==> config.mk <==
export PLATFORM = sky130hd
export DESIGN_NAME = tlb_page_table_translator_core
export DESIGN_NICKNAME = d
export VERILOG_FILES = /design/src/design/tlbpt_pkg.sv /design/src/design/tlbpt_ptab.sv /design/src/design/tlbpt_tlb.sv /design/src/design/tlbpt_datapath.sv /design/src/design/tlbpt_ctrl.sv /design/src/design/tlb_page_table_translator_core.sv
export SDC_FILE = /design/constraint.sdc
export NUM_CORES = 2
export LEC_CHECK = 0
export BUFFER_PORTS_ARGS = -buffer_cell sky130_fd_sc_hd__buf_2
export CORE_UTILIZATION = 26
export DETAILED_ROUTE_END_ITERATION = 8
export GPL_TIMING_DRIVEN = 1
export HOLD_SLACK_MARGIN = 0.05
export PLACE_DENSITY = 0.39
export SKIP_LAST_GASP = 1
export SLEW_MARGIN = 5
export SYNTH_ARGS = -nofsm -noshare
export SYNTH_HDL_FRONTEND = slang
export SYNTH_SLANG_ARGS = --single-unit
==> constraint.sdc <==
create_clock -name clk_i -period 9.85 [get_ports clk_i]
set_input_delay 0.985 -clock clk_i [delete_from_list [all_inputs] [get_ports clk_i]]
set_output_delay 0.985 -clock clk_i [all_outputs]
set_load 0.1 [all_outputs]
==> src/design/tlbpt_pkg.sv <==
// Shared types and fixed widths for the TLB and page table translator.
// No dependencies; the datapath, the controller and the core import this package.
`timescale 1ns / 1ps

package tlbpt_pkg;

  // Fixed field widths of the stream payloads
  localparam int unsigned VaWidth   = 16;
  localparam int unsigned PaWidth   = 16;
  localparam int unsigned UserWidth = 2;

  // Position of the flags in the result tuser
  localparam int unsigned UserHitBit   = 0;
  localparam int unsigned UserFaultBit = 1;

  // Commands from the controller to the datapath
  typedef struct packed {
    logic load;    // capture the accepted address, start the page table read
    logic clear;   // write one page table entry as not present
    logic finish;  // resolve the translation, update state, load the output
  } cmd_t;

  // Status from the datapath to the controller
  typedef struct packed {
    logic clear_last;  // clearing pass is at its final entry
    logic out_free;    // output register can take a result this cycle
  } sts_t;

endpackage

==> src/design/tlbpt_ptab.sv <==
// Page table storage: one present bit and one frame number per page.
// Single write port, single registered read port. Uses no package items.
`timescale 1ns / 1ps

module tlbpt_ptab #(
  parameter int unsigned DEPTH  = 256,
  parameter int unsigned ADDR_W = 8,
  parameter int unsigned DATA_W = 9
) (
  input  logic              clk_i,
  input  logic              wr_en_i,
  input  logic [ADDR_W-1:0] wr_addr_i,
  input  logic [DATA_W-1:0] wr_data_i,
  input  logic              rd_en_i,
  input  logic [ADDR_W-1:0] rd_addr_i,
  output logic [DATA_W-1:0] rd_data_o
);

  logic [DATA_W-1:0] mem_q [DEPTH];
  logic [DATA_W-1:0] rd_data_q;

  // Write port
  always_ff @(posedge clk_i) begin
    if (wr_en_i) begin
      mem_q[wr_addr_i] <= wr_data_i;
    end
  end

  // Registered read port
  always_ff @(posedge clk_i) begin
    if (rd_en_i) begin
      rd_data_q <= mem_q[rd_addr_i];
    end
  end

  assign rd_data_o = rd_data_q;

endmodule

==> src/design/tlbpt_tlb.sv <==
// Fully associative TLB with recency ranks and least recently used replacement.
// Parallel page compare; one update per translation. Uses no package items.
`timescale 1ns / 1ps

module tlbpt_tlb #(
  parameter int unsigned TLB_ENTRIES = 16,
  parameter int unsigned PAGE_W      = 8,
  parameter int unsigned FRAME_W     = 8
) (
  input  logic               clk_i,
  input  logic               rst_ni,
  input  logic [PAGE_W-1:0]  page_i,
  input  logic               update_i,
  input  logic [FRAME_W-1:0] fill_frame_i,
  output logic               hit_o,
  output logic [FRAME_W-1:0] hit_frame_o
);

  localparam int unsigned IdxW  = $clog2(TLB_ENTRIES);
  localparam int unsigned RankW = IdxW;
  localparam logic [RankW-1:0] OldestRank = RankW'(TLB_ENTRIES - 1);

  logic [PAGE_W-1:0]  page_q  [TLB_ENTRIES];
  logic [FRAME_W-1:0] frame_q [TLB_ENTRIES];
  logic [RankW-1:0]   rank_q  [TLB_ENTRIES];
  logic [TLB_ENTRIES-1:0] valid_q;

  logic [TLB_ENTRIES-1:0] match;
  logic [IdxW-1:0] hit_idx, free_idx, victim_idx, slot;
  logic [RankW-1:0] slot_rank;
  logic full, age_all;

  // Compare all entries and pick the lowest matching, free and oldest index
  always_comb begin
    hit_idx    = '0;
    free_idx   = '0;
    victim_idx = '0;
    for (int i = TLB_ENTRIES - 1; i >= 0; i--) begin
      match[i] = valid_q[i] && (page_q[i] == page_i);
      if (match[i]) begin
        hit_idx = IdxW'(i);
      end
      if (!valid_q[i]) begin
        free_idx = IdxW'(i);
      end
      if (rank_q[i] == OldestRank) begin
        victim_idx = IdxW'(i);
      end
    end
  end

  assign hit_o       = |match;
  assign hit_frame_o = frame_q[hit_idx];
  assign full        = &valid_q;

  // Entry that becomes newest: the hit entry, a free entry or the victim
  assign slot      = hit_o ? hit_idx : (full ? victim_idx : free_idx);
  assign slot_rank = rank_q[slot];
  assign age_all   = !hit_o && !full;

  // Install the mapping on a miss
  always_ff @(posedge clk_i) begin
    if (update_i && !hit_o) begin
      page_q[slot]  <= page_i;
      frame_q[slot] <= fill_frame_i;
    end
  end

  // Valid bits and recency ranks
  always_ff @(posedge clk_i or negedge rst_ni) begin
    if (!rst_ni) begin
      valid_q <= '0;
      for (int i = 0; i < TLB_ENTRIES; i++) begin
        rank_q[i] <= '0;
      end
    end else if (update_i) begin
      valid_q[slot] <= 1'b1;
      for (int i = 0; i < TLB_ENTRIES; i++) begin
        if (IdxW'(i) == slot) begin
          rank_q[i] <= '0;
        end else if (valid_q[i] && (age_all || (rank_q[i] < slot_rank))) begin
          rank_q[i] <= rank_q[i] + RankW'(1);
        end
      end
    end
  end

endmodule

==> src/design/tlbpt_datapath.sv <==
// Datapath: request registers, TLB, page table, frame allocator, output register.
// Depends on tlbpt_pkg, tlbpt_tlb and tlbpt_ptab.
`timescale 1ns / 1ps

module tlbpt_datapath #(
  parameter int unsigned TLB_ENTRIES  = 16,
  parameter int unsigned PAGE_COUNT   = 256,
  parameter int unsigned OFFSET_WIDTH = 8
) (
  input  logic                          clk_i,
  input  logic                          rst_ni,
  input  tlbpt_pkg::cmd_t               cmd_i,
  output tlbpt_pkg::sts_t               sts_o,
  input  logic [tlbpt_pkg::VaWidth-1:0] va_i,
  output logic                          out_valid_o,
  input  logic                          out_ready_i,
  output logic [tlbpt_pkg::PaWidth-1:0] pa_o,
  output logic                          hit_o,
  output logic                          fault_o
);

  import tlbpt_pkg::*;

  localparam int unsigned PageW = $clog2(PAGE_COUNT);
  localparam int unsigned EntW  = PageW + 1;
  localparam logic [PageW-1:0] LastPage = PageW'(PAGE_COUNT - 1);

  logic [PageW-1:0]        page_in, page_q;
  logic [OFFSET_WIDTH-1:0] offset_q;
  logic [31:0]             page_wide, pa_wide;
  logic [PageW-1:0]        clr_cnt_q, clr_cnt_d;
  logic [PageW-1:0]        next_free_q, next_free_d;
  logic [EntW-1:0]         pt_rdata, pt_wdata;
  logic [PageW-1:0]        pt_waddr;
  logic                    pt_wen;
  logic                    pt_present;
  logic                    tlb_hit;
  logic [PageW-1:0]        tlb_frame, frame_sel;
  logic                    fault;
  logic                    out_valid_q;
  logic [PaWidth-1:0]      pa_q;
  logic                    hit_q, fault_q;

  // Split the address: page number reduced to the table size
  assign page_wide = 32'(va_i) >> OFFSET_WIDTH;
  assign page_in   = page_wide[PageW-1:0];

  // Hold the request for the lookup cycle
  always_ff @(posedge clk_i) begin
    if (cmd_i.load) begin
      page_q   <= page_in;
      offset_q <= va_i[OFFSET_WIDTH-1:0];
    end
  end

  tlbpt_tlb #(
    .TLB_ENTRIES(TLB_ENTRIES),
    .PAGE_W     (PageW),
    .FRAME_W    (PageW)
  ) u_tlb (
    .clk_i       (clk_i),
    .rst_ni      (rst_ni),
    .page_i      (page_q),
    .update_i    (cmd_i.finish),
    .fill_frame_i(frame_sel),
    .hit_o       (tlb_hit),
    .hit_frame_o (tlb_frame)
  );

  // Resolve the frame: TLB first, then page table, else a fresh frame
  assign pt_present = pt_rdata[EntW-1];
  assign fault      = !tlb_hit && !pt_present;
  assign frame_sel  = tlb_hit ? tlb_frame : (pt_present ? pt_rdata[PageW-1:0] : next_free_q);

  // Page table write: clearing pass, or mark a faulted page present
  always_comb begin
    pt_wen   = 1'b0;
    pt_waddr = page_q;
    pt_wdata = {1'b1, next_free_q};
    if (cmd_i.clear) begin
      pt_wen   = 1'b1;
      pt_waddr = clr_cnt_q;
      pt_wdata = '0;
    end else if (cmd_i.finish && fault) begin
      pt_wen = 1'b1;
    end
  end

  tlbpt_ptab #(
    .DEPTH (PAGE_COUNT),
    .ADDR_W(PageW),
    .DATA_W(EntW)
  ) u_ptab (
    .clk_i    (clk_i),
    .wr_en_i  (pt_wen),
    .wr_addr_i(pt_waddr),
    .wr_data_i(pt_wdata),
    .rd_en_i  (cmd_i.load),
    .rd_addr_i(page_in),
    .rd_data_o(pt_rdata)
  );

  // Advance the clearing counter and the frame allocator
  assign clr_cnt_d = (clr_cnt_q == LastPage) ? '0 : clr_cnt_q + PageW'(1);
  assign next_free_d = (next_free_q == LastPage) ? '0 : next_free_q + PageW'(1);

  always_ff @(posedge clk_i or negedge rst_ni) begin
    if (!rst_ni) begin
      clr_cnt_q   <= '0;
      next_free_q <= '0;
    end else begin
      if (cmd_i.clear) begin
        clr_cnt_q <= clr_cnt_d;
      end
      if (cmd_i.finish && fault) begin
        next_free_q <= next_free_d;
      end
    end
  end

  // Physical address, kept to the output width
  assign pa_wide = (32'(frame_sel) << OFFSET_WIDTH) | 32'(offset_q);

  // Output register: load on finish, drop once the transaction is taken
  always_ff @(posedge clk_i or negedge rst_ni) begin
    if (!rst_ni) begin
      out_valid_q <= 1'b0;
    end else if (cmd_i.finish) begin
      out_valid_q <= 1'b1;
    end else if (out_ready_i) begin
      out_valid_q <= 1'b0;
    end
  end

  always_ff @(posedge clk_i) begin
    if (cmd_i.finish) begin
      pa_q    <= pa_wide[PaWidth-1:0];
      hit_q   <= tlb_hit;
      fault_q <= fault;
    end
  end

  assign sts_o.clear_last = (clr_cnt_q == LastPage);
  assign sts_o.out_free   = !out_valid_q || out_ready_i;

  assign out_valid_o = out_valid_q;
  assign pa_o        = pa_q;
  assign hit_o       = hit_q;
  assign fault_o     = fault_q;

endmodule

==> src/design/tlbpt_ctrl.sv <==
// Controller state machine: clearing pass, accept, lookup and completion.
// Depends on tlbpt_pkg for the command and status structs.
`timescale 1ns / 1ps

module tlbpt_ctrl (
  input  logic            clk_i,
  input  logic            rst_ni,
  input  logic            in_valid_i,
  output logic            in_ready_o,
  input  tlbpt_pkg::sts_t sts_i,
  output tlbpt_pkg::cmd_t cmd_o
);

  import tlbpt_pkg::*;

  localparam logic [1:0] StClear  = 2'd0;
  localparam logic [1:0] StIdle   = 2'd1;
  localparam logic [1:0] StLookup = 2'd2;

  logic [1:0] state_q, state_d;

  // Next state and commands
  always_comb begin
    state_d    = state_q;
    cmd_o      = '0;
    in_ready_o = 1'b0;
    case (state_q)
      StClear: begin
        cmd_o.clear = 1'b1;
        if (sts_i.clear_last) begin
          state_d = StIdle;
        end
      end
      StIdle: begin
        in_ready_o = 1'b1;
        if (in_valid_i) begin
          cmd_o.load = 1'b1;
          state_d    = StLookup;
        end
      end
      StLookup: begin
        if (sts_i.out_free) begin
          cmd_o.finish = 1'b1;
          state_d      = StIdle;
        end
      end
      default: begin
        state_d = StIdle;
      end
    endcase
  end

  always_ff @(posedge clk_i or negedge rst_ni) begin
    if (!rst_ni) begin
      state_q <= StClear;
    end else begin
      state_q <= state_d;
    end
  end

endmodule

==> src/design/tlb_page_table_translator_core.sv <==
// TLB and page table address translator: 16-bit virtual address in,
// 16-bit physical address with hit and fault flags out.
//
// Input channel s_axis: tdata carries the virtual address (page number in
// the upper bits, offset in the low OFFSET_WIDTH bits). Output channel
// m_axis: tdata carries the physical address, tuser the hit and fault flags.
// One result transaction is produced for every input transaction, in order.
//
// Flow: an address is accepted in the idle state and resolved in the lookup
// state, which loads the output register. The page table is a memory
// with a registered read port, read in the accept cycle; the TLB compare,
// frame choice and TLB/LRU/page table update happen in the lookup state,
// once the output register is free, and the next address is accepted only after it.
// Reset: TLB valid bits, ranks and the frame allocator clear at once; then a
// clearing pass over all PAGE_COUNT entries marks every page not present,
// during which s_axis_tready stays low. PAGE_COUNT must be a power of two.
// Stall: a finished result waits in the output register while m_axis_tready
// is low; the next input is still accepted and its lookup waits until the
// output register frees up.
`timescale 1ns / 1ps

module tlb_page_table_translator_core #(
  parameter int unsigned TLB_ENTRIES  = 16,
  parameter int unsigned PAGE_COUNT   = 256,
  parameter int unsigned OFFSET_WIDTH = 8
) (
  input  logic        clk_i,
  input  logic        rst_ni,
  input  logic        s_axis_tvalid,
  output logic        s_axis_tready,
  input  logic [15:0] s_axis_tdata,   // [15:0] virtual_address
  output logic        m_axis_tvalid,
  input  logic        m_axis_tready,
  output logic [15:0] m_axis_tdata,   // [15:0] phys_addr
  output logic [1:0]  m_axis_tuser    // [0] tlb_hit, [1] page_fault
);

  import tlbpt_pkg::*;

  cmd_t cmd;
  sts_t sts;
  logic hit, fault;

  tlbpt_ctrl u_ctrl (
    .clk_i     (clk_i),
    .rst_ni    (rst_ni),
    .in_valid_i(s_axis_tvalid),
    .in_ready_o(s_axis_tready),
    .sts_i     (sts),
    .cmd_o     (cmd)
  );

  tlbpt_datapath #(
    .TLB_ENTRIES (TLB_ENTRIES),
    .PAGE_COUNT  (PAGE_COUNT),
    .OFFSET_WIDTH(OFFSET_WIDTH)
  ) u_datapath (
    .clk_i      (clk_i),
    .rst_ni     (rst_ni),
    .cmd_i      (cmd),
    .sts_o      (sts),
    .va_i       (s_axis_tdata),
    .out_valid_o(m_axis_tvalid),
    .out_ready_i(m_axis_tready),
    .pa_o       (m_axis_tdata),
    .hit_o      (hit),
    .fault_o    (fault)
  );

  // Pack the flags into tuser
  always_comb begin
    m_axis_tuser               = '0;
    m_axis_tuser[UserHitBit]   = hit;
    m_axis_tuser[UserFaultBit] = fault;
  end

  // A TLB hit never goes through the fault path
  assert property (@(posedge clk_i) disable iff (!rst_ni)
    m_axis_tvalid |-> !(hit && fault))
    else $error("result flagged both TLB hit and page fault");

  // Only one command at a time
  assert property (@(posedge clk_i) disable iff (!rst_ni)
    $onehot0({cmd.load, cmd.clear, cmd.finish}))
    else $error("controller issued more than one command");

  // A result is only completed into a free output register
  assert property (@(posedge clk_i) disable iff (!rst_ni)
    cmd.finish |-> sts.out_free)
    else $error("result completed over an untaken result");

  // An accepted transaction is resolved before the next is taken
  assert property (@(posedge clk_i) disable iff (!rst_ni)
    (s_axis_tvalid && s_axis_tready) |=> !s_axis_tready)
    else $error("input taken while a lookup is pending");

  // No input is taken during the clearing pass
  assert property (@(posedge clk_i) disable iff (!rst_ni)
    cmd.clear |-> !s_axis_tready)
    else $error("input ready during page table clearing");

endmodule

* After elaboration in Yosys (flattened, before gate mapping) *
Memory sizes are Yosys's and may differ from the RTL's. A register that Yosys moved wholly into a read port is not among the register bits.
Index checks and enable logic that the tools add are counted.
W data, S select, Z words.

word-level totals
  bits in registers = 133
  RAM bits = 2560
  output and inout bits = 20
  word-level logic and storage cells = 330
  memories kept = 3

cells by class
  add/sub/neg operators = 18
  order comparisons = 19
  equal/unequal tests = 54
  multiplexer cells = 111
  bitwise logic cells = 3
  reductions and logical operators = 96

memory list
  memory                    depth  width  rd ports  clocked after Yosys merged registers in  write ports  line              source
  u_datapath.u_ptab.mem_q   256    9      1         1                                        1            tlbpt_ptab.sv:19  logic [DATA_W-1:0] mem_q [DEPTH];
  u_datapath.u_tlb.frame_q  16     8      1         0                                        1            tlbpt_tlb.sv:24   logic [FRAME_W-1:0] frame_q [TLB_ENTRIES];
  u_datapath.u_tlb.page_q   16     8      16        0                                        1            tlbpt_tlb.sv:23   logic [PAGE_W-1:0] page_q [TLB_ENTRIES];

operator list
  cell                   number
  $mux W4                84
  $eq A8 B8 Y1           16
  $add A4 B1 Y4 const B  16
  $eq A4 B4 Y1 const B   16
  $lt A4 B4 Y1           16
  $mux W8                5
  $logic_and A1 B1 Y1    37
  $reduce_bool A2 Y1     17
  $eq A4 B4 Y1 const A   8
  $reduce_and A2 Y1      16
  $logic_or A1 B1 Y1     17
  $add A8 B1 Y8 const B  2
  $bmux W4 S4            1
  $eq A3 B4 Y1 const A   4
  $eq A8 B8 Y1 const B   2
  $or A16 B16 Y16        1
  $or A16 B8 Y16         1
  $reduce_and A16 Y1     1
  $reduce_or A16 Y1      1
  $mux W1                15
  $mux W9                1
  $eq A2 B4 Y1 const A   2
  $mux W2                3
  $ne A2 B2 Y1 const B   3
  other kinds (13)       16

* Logic depth before layout (Yosys ltp) *
An unclocked memory read counts as a cell.

  depth after elaboration = 29
  depth in mapped cells = 26

* Hierarchy *
A second synthesis with hierarchy kept.

unflattened totals
  cells, all modules = 5949
  area total of the unflattened synthesis = 109585.1 µm²

by module, submodules not included
  module                          instances  cells each  area each (µm²)  sequential area each (µm²)
  tlbpt_ptab                      1          4237        89368.2          69456.6
  tlbpt_tlb                       1          1534        17903.4          9689.3
  tlbpt_datapath                  1          164         2187.1           1446.4
  tlbpt_ctrl                      1          12          111.4            50.0
  tlb_page_table_translator_core  1          2           15.0             0.0

* Worst setup path after synthesis *
OpenSTA, ideal clock, no wires.

  kind = register to register
  from = register u_ctrl.state_q[1]
  to = memory u_datapath.u_ptab.mem_q[0][3] (data pin)
  data arrival time = 8.435 ns
  required time = 8.985 ns
  path slack = 0.550 ns
  stages on the path, launching flop included = 6
  buffers on the path = 2
  path through = dfrtp_1 > nor2_1 > inv_1 > clkbuf_1 > clkbuf_1 > and2_1

on the way
  longest elaborated chain between the ends = 3

RTL lines
  what                        line                  source
  from (decl)                 tlbpt_ctrl.sv:20      logic [1:0] state_q, state_d;
  from (signal assigned)      tlbpt_ctrl.sv:55      state_q <= StClear;
  from (signal assigned)      tlbpt_ctrl.sv:57      state_q <= state_d;
  $logic_not A2 Y1            tlbpt_ctrl.sv:27      case (state_q)
  $mux W1                     tlbpt_ctrl.sv:27
  $mux W9                     tlbpt_datapath.sv:80  if (cmd_i.clear) begin
  net u_datapath.pt_wdata[3]  tlbpt_datapath.sv:33  logic [EntW-1:0] pt_rdata, pt_wdata;
  to (decl)                   tlbpt_ptab.sv:19

The timed path passes the listed nets, and every way through them passes these cells.

* Final worst setup path *
  from = register u_datapath.page_q[1]
  to = register u_datapath.u_tlb.rank_q[43] (netlist name)

on the way
  longest elaborated chain between the ends = 28

RTL lines
  what                                        line                  source
  from (decl)                                 tlbpt_datapath.sv:28  logic [PageW-1:0] page_in, page_q;
  from (signal assigned)                      tlbpt_datapath.sv:51  page_q <= page_in;
  $eq A8 B8 Y1                                tlbpt_tlb.sv:39       match[i] = valid_q[i] && (page_q[i] == page_i);
  $logic_and A1 B1 Y1                         tlbpt_tlb.sv:39
  $mux W4 (16 in a row)                       tlbpt_tlb.sv:40       if (match[i]) begin
  $mux W4                                     tlbpt_tlb.sv:57       assign slot = hit_o ? hit_idx : (full ? victim_idx : free_idx);
  $not A4 Y5 (implied by the code)            tlbpt_tlb.sv:58       assign slot_rank = rank_q[slot];
  $bmux W4 S4                                 tlbpt_tlb.sv:58
  $mux W4 (implied by the code) (2 in a row)  tlbpt_tlb.sv:58
  $lt A4 B4 Y1                                tlbpt_tlb.sv:81       end else if (valid_q[i] && (age_all || (rank_q[i] < slot_rank))) begin
  $logic_or A1 B1 Y1                          tlbpt_tlb.sv:81
  $logic_and A1 B1 Y1                         tlbpt_tlb.sv:81
  $reduce_bool A2 Y1 (no source line)         n/a
  $reduce_and A2 Y1 (no source line)          n/a
  to (signal, indexed assignment)             tlbpt_tlb.sv:82       rank_q[i] <= rank_q[i] + RankW'(1);
  to (decl)                                   tlbpt_tlb.sv:25       logic [RankW-1:0] rank_q [TLB_ENTRIES];

Several ways; a longest one is shown, not always the timed one. The select of a mux whose other input is x is not followed.
A chain may end at the register's enable or synchronous reset.

==> impl_metrics.toml <==
[critical_path]
required_ns = 10.68
start_kind = "register"
criticalPathCategory = "reg2reg"
arrival_ns = 7.96
endpoint_kind = "register"
crit_path_max_fanout = 24

[routing]
drc = 0
finalWirelength_um = 307000
initialDrtViolationCount = 4399
num_vias = 52702
vias_per_cell = 4.70
wl_per_cell_um = 27.4
drtAntennaViolNets = 0
first_pass_iters = 5

[layout]
final_common_cell = "edfxtp_1"
layout-drive-gt1-share_pct = 25.6
design_area_um2 = 126000
final_util_pct = 30.3
areaGrowthSynthToFinish_pct = 15.8
layout_common_cells = "edfxtp_1 (2,603), mux4_2 (777), clkbuf_16 (322)"
layout.nets = 5551

[timing]
slew_violations = 0
rsz0062_at_grt = "false"
hold_violations = 0
fmax_mhz = 140
worstMarginPinSlew_ns = 1.24
period_needed_ns = 7.13
skew_ns = 0.103
setup_viol = 0
setup-tns-final_ns = 0
slew-limit-headroom_pct = 16.9
finalCritPeriodShare_pct = 72.3

[cts]
cts_root_buf = "clkbuf_16"
cts.repair.resized = 0
postCtsHoldBufs = 1
numCtsBuffers = 316
postCtsSetupRepairBufs = 0
clock_sinks = 2702
path_clk_slew_ns = 0.06
htreeDepth = 5
cts_tree = "yes"
clk_latency_ns = 0.92
clk_path_buf_depth = 4

[yosys]
synthArstFlopShare_pct = 3.66
synth_ff_type = "edfxtp_1"
synth_xor_area_share_pct = 1.08
ys_seq_elements = 2702
synth_edf_count = 2603
synth_compound_area_share_pct = 2.42
synth.mux.area_fraction_pct = 16.6
synth_top_family_by_area = "multiplexers"
syn_area_um2 = 108000
synth-adder-area-share_pct = 0.761
syn_nets = 5358
avgSynthCellArea_um2 = 20.6
synthCells = 5272
synth_top_area_cell = "edfxtp_1"
synth_cell_types = 83
yosysTopAreaCellShare_pct = 72.1
ys_seq_area_share_pct = 74.3
synthSimpleGateAreaFrac_pct = 3.59
synthTopCellsByArea = "edfxtp_1 (72%), mux4_2 (16%), dfrtp_1 (2.3%)"
yosys_warnings = 0

[hold_path]
min_path_type = "in2reg"

[floorplan]
die_area_um2 = 420000
pin_count = 40
initial_core_util_pct = 26.2
die_y_um = 648
std_cell_rows = 236
core_area_um2 = 414000
die_width_um = 648

[outcome]
outcome = "finished, final reports clean"

[placement]
hpwl_um = 186000
port_buffers = 39
place_congestion = 0.762
post_dp_cell_area_um2 = 116000

[global_route]
grt_max_degree = 173
antenna_found_initial = 35
grt_overflow_total = 0
grt_usage_pct = 14.5
grt_pass1_vias = 53786
grt_pass1_wl_um = 432000

[job]
cap_violations = 0

[power_and_ir_drop]
p_leak_nw = 39.7
vdd_drop_max_uv = 142
cellPowerDensity_nw_per_um2 = 233
power_mw = 29.3
==> metal layers <==
metal / vias up / track usage (%) / share of wire (%)
met4: 2 / 3.20 / 2.1
met2: 1473 / 22.5 / 46
li1: 22320 / - / -
met3: 346 / 2.91 / 5.9
met5: - / 0 / 0.0042
met1: 28561 / 20.8 / 46
==> Yosys cell counts (30+ instances only) <==
cell type  count
a211oi_1      40
a21oi_1       71
buf_1         74
clkbuf_1     172
dfrtp_1       99
edfxtp_1    2603
ha_1          66
inv_1         30
mux2i_1       38
mux4_2       777
nand2_1      210
nand3_1       63
nand4_1       37
nor2_1       334
o21ai_0      104
xnor2_1      123
==> registers in the layout, summed over array words and instances (netlist names), 8 cells and up <==
| name | count |
|---|---|
| u_datapath.clr_cnt_q | 8 |
| u_datapath.next_free_q | 8 |
| u_datapath.offset_q | 8 |
| u_datapath.pa_o | 16 |
| u_datapath.page_q | 8 |
| u_datapath.u_ptab.mem_q | 2304 |
| u_datapath.u_ptab.rd_data_o | 9 |
| u_datapath.u_tlb.frame_q | 128 |
| u_datapath.u_tlb.page_q | 128 |
| u_datapath.u_tlb.rank_q | 64 |
| u_datapath.u_tlb.valid_q | 16 |
==> critical path: stages, from the launching register on <==
cell      delay [ns]
edfxtp_1        1.02
buf_4           0.37
xnor2_1         0.10
nand4_1         0.11
nor3_1          0.14
nor4_4          0.87
nand2_2         0.22
nor2b_4         0.25
inv_4           0.15
a31o_4          0.27
nand2_4         0.31
mux4_2          0.38
mux2_2          0.29
o21ai_2         0.83
ha_1            0.39
o211a_1         0.23
o21ai_0         0.24
and2_1          0.20
nand4_1         0.12
or4_1           0.41
o21ai_0         0.08
==> metrics by stage <==
stage,worst slack (ns),hold WS [ns],instances
2_1_floorplan,0.550,0.400,5272
3_3_place_gp,2.66,0.400,10620
3_5_place_dp,2.56,0.406,10620
4_1_cts,2.49,0.167,11195
5_1_grt,2.22,0.204,11199
6_report,2.72,0.252,11208
==> cells by family after synthesis <==
family,after synthesis
xor+xnor,134
simple gates,838
mux,831
fa+ha+maj,66
flops,2702
compound gates,391
buf+inv,310
==> power by group <==
group	leakage [nW]	switching, mW	internal, mW
clock	4.84	4.77	6.57
sequential	25.9	0.269	13.6
combinational	8.91	3.03	1.10
total	39.7	8.08	21.2
==> final timing paths <==
kind / slack (ns) / startpoint / cells past startpoint / to
worst max register to register: 2.72 / u_datapath.page_q[1] / 20 / u_datapath.u_tlb.rank_q[43]
min in group asynchronous: 0.69 / rst_ni / 2 / u_datapath.out_valid_o
worst min-delay path: 0.25 / s_axis_tdata[3] / 1 / u_datapath.offset_q[3]
worst max-delay path: 2.72 / u_datapath.page_q[1] / 20 / u_datapath.u_tlb.rank_q[43]
max in group asynchronous: 7.75 / rst_ni / 3 / u_datapath.u_tlb.rank_q[4]
worst min register to register: 0.42 / u_datapath.offset_q[4] / 0 / u_datapath.pa_o[4]
==> cell type report <==
cell class	instances	area, um2
Timing Repair Buffer	154	1280
Antenna cell	13	32.5
Tap cell	5474	6850
Fill cell	40015	289000
Clock buffer	398	8350
Clock inverter	176	1560
Multi-Input combinational cell	2260	26800
Sequential cell	2702	80600
Inverter	31	126
(Power assumes the default switching activity.)
